--- src/design/bpd_pkg.sv ---
// Package for the bill pulse train decoder: shared types, widths, constants
// and the pulse-count to bill-value lookup. No dependencies.
`timescale 1ns / 1ps

package bpd_pkg;

  // Widths
  localparam int TIME_WIDTH   = 21;
  localparam int TICK_CFG_W   = 20;
  localparam int CREDIT_W     = 16;
  localparam int VALUE_W      = 7;
  localparam int COUNT_W      = 4;
  localparam int ADDR_W       = 4;
  localparam int DATA_W       = 32;

  localparam logic [TIME_WIDTH-1:0] TIME_MAX   = '1;
  localparam logic [COUNT_W-1:0]    COUNT_MAX  = '1;
  localparam logic [CREDIT_W-1:0]   CREDIT_MAX = '1;

  // Register indexes (word address paddr[3:2])
  localparam logic [1:0] REG_ENABLE   = 2'd0;
  localparam logic [1:0] REG_DEBOUNCE = 2'd1;
  localparam logic [1:0] REG_TIMEOUT  = 2'd2;
  localparam logic [1:0] REG_FARE     = 2'd3;

  // Reset values
  localparam logic [TICK_CFG_W-1:0] DEBOUNCE_RST = 20'd30000;
  localparam logic [TICK_CFG_W-1:0] TIMEOUT_RST  = 20'd200000;

  // Recognized trains
  localparam logic [COUNT_W-1:0] COUNT_BILL_20  = 4'd2;
  localparam logic [COUNT_W-1:0] COUNT_BILL_50  = 4'd5;
  localparam logic [COUNT_W-1:0] COUNT_BILL_100 = 4'd10;
  localparam logic [VALUE_W-1:0] VALUE_BILL_20  = 7'd20;
  localparam logic [VALUE_W-1:0] VALUE_BILL_50  = 7'd50;
  localparam logic [VALUE_W-1:0] VALUE_BILL_100 = 7'd100;
  localparam logic [VALUE_W-1:0] VALUE_NONE     = 7'd0;

  typedef struct packed {
    logic                  enable;
    logic [TICK_CFG_W-1:0] debounce_ticks;
    logic [TICK_CFG_W-1:0] timeout_ticks;
    logic [CREDIT_W-1:0]   fare;
  } bpd_cfg_t;

  typedef struct packed {
    logic                edge_req;
    logic [CREDIT_W-1:0] coin_credit;
  } bpd_item_t;

  typedef struct packed {
    logic [CREDIT_W-1:0] bill_credit;
    logic [VALUE_W-1:0]  bill_value;
    logic                unknown_bill;
    logic                fare_paid;
  } bpd_result_t;

  // Bill value of a finished train, zero when the count is not recognized
  function automatic logic [VALUE_W-1:0] bill_value_of(input logic [COUNT_W-1:0] count);
    logic [VALUE_W-1:0] v;
    case (count)
      COUNT_BILL_20:  v = VALUE_BILL_20;
      COUNT_BILL_50:  v = VALUE_BILL_50;
      COUNT_BILL_100: v = VALUE_BILL_100;
      default:        v = VALUE_NONE;
    endcase
    return v;
  endfunction

endpackage

--- src/design/bpd_regs.sv ---
// Configuration register file on an APB-style port.
// Depends on bpd_pkg for the register map and the config struct.
`timescale 1ns / 1ps

module bpd_regs (
  input  logic                        clk,
  input  logic                        rst,
  input  logic                        psel,
  input  logic                        penable,
  input  logic                        pwrite,
  input  logic [bpd_pkg::ADDR_W-1:0]  paddr,
  input  logic [bpd_pkg::DATA_W-1:0]  pwdata,
  output logic [bpd_pkg::DATA_W-1:0]  prdata,
  output logic                        pready,
  output bpd_pkg::bpd_cfg_t           cfg
);
  import bpd_pkg::*;

  logic       wr_en;
  logic [1:0] reg_idx;

  assign pready  = 1'b1;
  assign wr_en   = psel & penable & pwrite & pready;
  assign reg_idx = paddr[3:2];

  // Register writes
  always_ff @(posedge clk) begin
    if (rst) begin
      cfg.enable         <= 1'b0;
      cfg.debounce_ticks <= DEBOUNCE_RST;
      cfg.timeout_ticks  <= TIMEOUT_RST;
      cfg.fare           <= '0;
    end else if (wr_en) begin
      case (reg_idx)
        REG_ENABLE:   cfg.enable         <= pwdata[0];
        REG_DEBOUNCE: cfg.debounce_ticks <= pwdata[TICK_CFG_W-1:0];
        REG_TIMEOUT:  cfg.timeout_ticks  <= pwdata[TICK_CFG_W-1:0];
        REG_FARE:     cfg.fare           <= pwdata[CREDIT_W-1:0];
        default: ;
      endcase
    end
  end

  // Read mux
  always_comb begin
    prdata = '0;
    case (reg_idx)
      REG_ENABLE:   prdata[0]              = cfg.enable;
      REG_DEBOUNCE: prdata[TICK_CFG_W-1:0] = cfg.debounce_ticks;
      REG_TIMEOUT:  prdata[TICK_CFG_W-1:0] = cfg.timeout_ticks;
      REG_FARE:     prdata[CREDIT_W-1:0]   = cfg.fare;
      default:      prdata                 = '0;
    endcase
  end

endmodule

--- src/design/bpd_core.sv ---
// Per-tick decode: debounce, train counting, timeout, credit and fare check.
// Holds the decoder state; depends on bpd_pkg.
`timescale 1ns / 1ps

module bpd_core (
  input  logic                  clk,
  input  logic                  rst,
  input  bpd_pkg::bpd_cfg_t     cfg,
  input  logic                  fire,
  input  bpd_pkg::bpd_item_t    item,
  output bpd_pkg::bpd_result_t  result
);
  import bpd_pkg::*;

  logic [TIME_WIDTH-1:0] ticks_since_pulse, ticks_since_pulse_next;
  logic [COUNT_W-1:0]    pulse_count, pulse_count_next;
  logic                  train_active, train_active_next;
  logic [CREDIT_W-1:0]   bill_total, bill_total_next;

  logic [TIME_WIDTH-1:0] elapsed;
  logic                  take_edge;
  logic                  train_end;
  logic [VALUE_W-1:0]    value;
  logic [CREDIT_W:0]     credit_sum;
  logic [CREDIT_W:0]     paid_sum;

  // Saturating tick counter and edge qualification
  assign elapsed   = (ticks_since_pulse == TIME_MAX) ? TIME_MAX : ticks_since_pulse + 1'b1;
  assign take_edge = item.edge_req & cfg.enable &
                     (32'(elapsed) > 32'(cfg.debounce_ticks));
  assign train_end = ~take_edge & train_active &
                     (32'(elapsed) > 32'(cfg.timeout_ticks));
  assign value     = train_end ? bill_value_of(pulse_count) : VALUE_NONE;

  // Saturating credit add
  assign credit_sum = {1'b0, bill_total} + (CREDIT_W+1)'(value);

  always_comb begin
    ticks_since_pulse_next = elapsed;
    pulse_count_next       = pulse_count;
    train_active_next      = train_active;
    bill_total_next        = bill_total;
    if (take_edge) begin
      ticks_since_pulse_next = '0;
      if (pulse_count != COUNT_MAX) pulse_count_next = pulse_count + 1'b1;
      train_active_next = 1'b1;
    end else if (train_end) begin
      bill_total_next   = credit_sum[CREDIT_W] ? CREDIT_MAX : credit_sum[CREDIT_W-1:0];
      pulse_count_next  = '0;
      train_active_next = 1'b0;
    end
  end

  // Fare check against the updated total
  assign paid_sum = {1'b0, bill_total_next} + {1'b0, item.coin_credit};

  always_comb begin
    result.bill_credit  = bill_total_next;
    result.bill_value   = value;
    result.unknown_bill = train_end & (value == VALUE_NONE);
    result.fare_paid    = train_end & (paid_sum >= {1'b0, cfg.fare});
  end

  // State registers, advanced once per tick
  always_ff @(posedge clk) begin
    if (rst) begin
      ticks_since_pulse <= TIME_MAX;
      pulse_count       <= '0;
      train_active      <= 1'b0;
      bill_total        <= '0;
    end else if (fire) begin
      ticks_since_pulse <= ticks_since_pulse_next;
      pulse_count       <= pulse_count_next;
      train_active      <= train_active_next;
      bill_total        <= bill_total_next;
    end
  end

endmodule

--- src/design/bill_pulse_train_decoder_unit.sv ---
// Bill pulse train decoder top level: input register, decode core, result
// register and configuration port. Depends on bpd_pkg, bpd_regs, bpd_core.
`timescale 1ns / 1ps

// Each input beat is one time tick of the bill acceptor's pulse line and
// yields exactly one result beat. The block sustains one beat per clock
// while the output is not stalled; a beat passes through an input register
// and then a result register, which holds its result while the output is
// stalled, until it is taken.
// The decode of one tick (debounce compare, timeout compare, credit add and
// fare compare) is a single combinational pass between those registers, and
// the decoder state advances once per tick. Configure through the APB port
// only while no beats are in flight.
module bill_pulse_train_decoder_unit (
  input  logic                          clk,
  input  logic                          rst,
  // Configuration port
  input  logic                          psel,
  input  logic                          penable,
  input  logic                          pwrite,
  input  logic [bpd_pkg::ADDR_W-1:0]    paddr,
  input  logic [bpd_pkg::DATA_W-1:0]    pwdata,
  output logic [bpd_pkg::DATA_W-1:0]    prdata,
  output logic                          pready,
  // Tick input
  input  logic                          item_valid,
  output logic                          item_stall,
  input  logic                          edge_req,
  input  logic [bpd_pkg::CREDIT_W-1:0]  coin_credit,
  // Result output
  output logic                          result_valid,
  input  logic                          result_stall,
  output logic [bpd_pkg::CREDIT_W-1:0]  bill_credit,
  output logic [bpd_pkg::VALUE_W-1:0]   bill_value,
  output logic                          unknown_bill,
  output logic                          fare_paid
);
  import bpd_pkg::*;

  bpd_cfg_t    cfg;
  bpd_item_t   item_q;
  logic        item_q_valid;
  bpd_result_t core_result;
  bpd_result_t result_q;
  logic        out_free;
  logic        fire;
  logic        in_take;

  bpd_regs u_regs (
    .clk     (clk),
    .rst     (rst),
    .psel    (psel),
    .penable (penable),
    .pwrite  (pwrite),
    .paddr   (paddr),
    .pwdata  (pwdata),
    .prdata  (prdata),
    .pready  (pready),
    .cfg     (cfg)
  );

  // Pipeline flow control
  assign out_free   = ~result_valid | ~result_stall;
  assign fire       = item_q_valid & out_free;
  assign item_stall = item_q_valid & ~out_free;
  assign in_take    = item_valid & ~item_stall;

  // Input register
  always_ff @(posedge clk) begin
    if (rst) item_q_valid <= 1'b0;
    else if (in_take) item_q_valid <= 1'b1;
    else if (fire) item_q_valid <= 1'b0;
  end

  always_ff @(posedge clk) begin
    if (in_take) begin
      item_q.edge_req    <= edge_req;
      item_q.coin_credit <= coin_credit;
    end
  end

  bpd_core u_core (
    .clk    (clk),
    .rst    (rst),
    .cfg    (cfg),
    .fire   (fire),
    .item   (item_q),
    .result (core_result)
  );

  // Result register
  always_ff @(posedge clk) begin
    if (rst) result_valid <= 1'b0;
    else if (fire) result_valid <= 1'b1;
    else if (out_free) result_valid <= 1'b0;
  end

  always_ff @(posedge clk) begin
    if (fire) result_q <= core_result;
  end

  assign bill_credit  = result_q.bill_credit;
  assign bill_value   = result_q.bill_value;
  assign unknown_bill = result_q.unknown_bill;
  assign fare_paid    = result_q.fare_paid;

endmodule
--- config.mk ---
export PLATFORM = sky130hd
export DESIGN_NAME = bill_pulse_train_decoder_unit
export DESIGN_NICKNAME = d
export VERILOG_FILES = /design/src/design/bpd_pkg.sv /design/src/design/bpd_regs.sv /design/src/design/bpd_core.sv /design/src/design/bill_pulse_train_decoder_unit.sv
export SDC_FILE = /design/constraint.sdc
export NUM_CORES = 1
export LEC_CHECK = 0
export BUFFER_PORTS_ARGS = -buffer_cell sky130_fd_sc_hd__clkbuf_2
export CORE_UTILIZATION = 45
export CTS_CLUSTER_DIAMETER = 50
export CTS_CLUSTER_SIZE = 20
export DETAILED_ROUTE_END_ITERATION = 10
export PLACE_DENSITY = 0.66
export SLEW_MARGIN = 20
export SYNTH_ARGS = -nofsm -noshare
export SYNTH_HDL_FRONTEND = slang
export SYNTH_HIERARCHICAL = 1
export SYNTH_SLANG_ARGS = --single-unit
--- constraint.sdc ---
create_clock -name clk -period 7.3 [get_ports clk]
set_input_delay 1.46 -clock clk [delete_from_list [all_inputs] [get_ports clk]]
set_output_delay 1.46 -clock clk [all_outputs]
set_load 0.1 [all_outputs]
==> run_results.csv <==
group,metric,value,unit
worst_setup_path,worstPathArrival,7770,ps
worst_setup_path,end_kind,"register",
placement,placed_area,10900,um2
power_and_ir_drop,total_power,2.34,mW
die,rows,52,
cells_and_area,nets,1380,
sta,hold_violations,0,
run_status,violations,"setup timing",
die,die_area,21100,um2
synth,synth-edff-count,42,
grt,grt_max_degree,73,
cts,root_buffer,"clkbuf_16",
grt,antenna_found_initial,0,
detailed_routing,avgViaCountPerCell,5.49,
cts,clk_latency,430,ps
worst_setup_path,critPathMaxStageDelay,380,ps
synth,ys_seq_area_frac,0.356,
power_and_ir_drop,power.static_leakage,5.22,nW
die,die_y,145,um
run_status,status,"complete, but fails checks",
worst_setup_path,cp.required,7490,ps
die,core,20200,um2
synth,postSynthRegisterBits,143,
synth,synth-async-reset-ratio,0,
sta,setup_viol,1,
synth,avgSynthCellArea,9.07,um2
die,start_util,0.458,
power_and_ir_drop,peakVddDrop,0.183,mV
synth,syn_inst,1017,
grt,overflow,0,
sta,drv_slew,0,
grt,grt_pass1_vias,7969,
detailed_routing,vias,8317,
detailed_routing,postRouteAntennaNets,0,
synth,netlist_area,9230,um2
cells_and_area,design_area,12000,um2
placement,dp_hpwl,17600,um
sta,clock.fmax,132,MHz
cells_and_area,drive_above_1_share,0.310,
worst_setup_path,cp_max_fo,4,
sta,fin_crit_sh,1.04,
cts,cts_made_buffers,17,
detailed_routing,drc,0,
die,ioPinCount,120,
worst_setup_path,critPathLaunchType,"register",
sta,period_needed,7580,ps
sta,max-slew-margin-rel,0.347,
sta,worstMarginPinSlew,980,ps
synth,yosysWarnings,6,
worst_hold_path,hp-class,"register to register",
placement,io_buffers,92,
sta,skew,9.81,ps
sta,fin_ws,-284,ps
cts,cts_buffer_depth,2,
power_and_ir_drop,p_per_area,195,nW/um2
cts,cts_tree,"built",
placement,place_congestion,0.850,
worst_setup_path,worstSetupPathType,"register to register",
worst_setup_path,crit_slowest_cell,"o32ai_4",
cts,cts.htree.levels,4,
synth,ys_types,77,
cells_and_area,num_antenna_cells,0,
cts,cts_num_sinks,143,
detailed_routing,finalWirelength,25000,um
sta,rsz0062_at_grt,"true",
job,maxCapViolCount,0,
grt,track_usage,0.238,
synth,ys.flop_type,"dfxtp_1",
cts,path_clk_slew,70,ps
cells_and_area,syn2layout_area_growth,29.9,%
detailed_routing,dr.pass1.iters,5,
detailed_routing,wl_per_cell,16.5,um
die,die_w,145,um
detailed_routing,dr.first_iter.drc_count,635,
grt,grt_pass1_wl,39900,um
==> worst max-delay path, delay by kind of cell, from the launching register on <==
kind,cells,cell delay (ps)
flip-flops,1,350
XOR/XNOR,1,120
adder cells (fa/ha/maj),5,1320
AO/OA/AOI/OAI,16,3290
AND/OR/NAND/NOR,11,1670
buffers and inverters,5,590
==> worst paths after layout <==
kind / startpoint / end / slack [ps] / cells after the start
max: u_core/ticks_since_pulse[1] / fare_paid / -280 / 38
min reg2reg: u_core/bill_total[0] / u_core/bill_total[0] / 480 / 2
min: u_core/bill_total[0] / u_core/bill_total[0] / 480 / 2
max reg2reg: u_core/ticks_since_pulse[1] / fare_paid / -280 / 38
==> flip-flops by register name (all words and copies together) (netlist names) <==
name and flops:
bill_value 7, u_core/ticks_since_pulse 21, u_core/pulse_count 4, item_q_valid 1, u_core/train_active 1, unknown_bill 1
fare_paid 1, bill_credit 16, result_valid 1, item_q 17, u_regs/cfg 57, u_core/bill_total 16
==> layer usage <==
| metal | part of all wire | vias to the layer above | track usage |
|---|---|---|---|
| li1 | - | 4047 | - |
| met1 | 0.46 | 4012 | 0.316 |
| met2 | 0.47 | 216 | 0.387 |
| met3 | 0.042 | 42 | 0.0381 |
| met4 | 0.026 | 0 | 0.0884 |
| met5 | 0 | - | 0 |
==> layout by cell type (no fill, tap or decap), types with 9 or more instances in the layout <==
cell type	synthesis	final
mux2i_1	58	58
a222oi_1	16	16
o21ai_0	36	20
nand2b_1	69	69
nor2_1	72	72
ha_1	87	75
a21oi_1	69	59
inv_1	84	84
nand2_1	53	44
dfxtp_1	101	99
nor2b_1	11	11
nand3_1	32	30
a21oi_2	1	10
clkbuf_2	1	91
nand4_1	23	23
edfxtp_1	42	42
clkbuf_16	0	17
conb_1	3	15
xor2_1	14	13
a31oi_1	14	11
xnor2_1	13	13
ha_4	0	9
a21o_1	12	12
buf_4	18	158
==> logic make-up (layout without fill, tap and decap cells) <==
kind of cell,count (synthesis),in the layout,synth area share
simple gates,313,314,0.182
compound gates,225,225,0.167
buf+inv,157,371,0.0807
flops,143,143,0.356
fa+ha+maj,89,89,0.122
mux,60,60,0.0654
xor+xnor,27,27,0.0256
other cells,3,15,0.00122
==> what timing repair did <==
| item | in CTS | in global routing |
|---|---|---|
| resized for setup | 61 | 18 |
| setup buffers | 18 | 5 |
| pin swaps | 44 | 23 |
| gates cloned | 1 | 0 |
| setup endpoints to repair | 1 | 1 |
| hold buffers | 0 | 0 |
==> cell type report <==
| cell class | count | area (um2) |
|---|---|---|
| fill | 1741 | 8190 |
| multi-input combinational | 730 | 5760 |
| sequential | 143 | 3290 |
| timing repair buffer | 254 | 1710 |
| clock buffer | 17 | 425 |
| tap | 270 | 338 |
| inverter | 85 | 322 |
| clock inverter | 15 | 145 |
==> report_power, final <==
group | internal, mW | total [mW] | switching (mW)
Sequential | 0.843 | 0.859 | 0.0160
Clock | 0.455 | 0.853 | 0.399
Combinational | 0.243 | 0.624 | 0.382
==> cells in the mapped netlist, types with 11 or more instances <==
| master | count | area share |
|---|---|---|
| mux2i_1 | 58 | 0.063 |
| ha_1 | 87 | 0.12 |
| o21ai_0 | 36 | 0.020 |
| nor2_1 | 72 | 0.029 |
| nand3_1 | 32 | 0.017 |
| edfxtp_1 | 42 | 0.14 |
| clkbuf_1 | 25 | 0.010 |
| xnor2_1 | 13 | 0.012 |
| inv_1 | 84 | 0.034 |
| nand4_1 | 23 | 0.016 |
| dfxtp_1 | 101 | 0.22 |
| nand2b_1 | 69 | 0.047 |
| a31oi_1 | 14 | 0.0095 |
| a21oi_1 | 69 | 0.037 |
| buf_4 | 18 | 0.015 |
| buf_2 | 14 | 0.0076 |
| xor2_1 | 14 | 0.013 |
| nor2b_1 | 11 | 0.0075 |
| nand2_1 | 53 | 0.022 |
| a21o_1 | 12 | 0.0098 |
| a222oi_1 | 16 | 0.017 |
==> metrics by stage <==
stage	setup WS, ps	setup TNS (ps)	hold WS (ps)	utilization	instances
after floorplan	-41.3	-41.3	439	-	1029
after global placement	-558	-558	452	0.539	1459
after detailed placement	-670	-670	465	0.539	1459
after CTS	-58.6	-58.6	480	0.588	1509
after global routing	-650	-650	519	0.594	1514
final	-284	-284	485	0.594	1514
(Power assumes the default switching activity.)
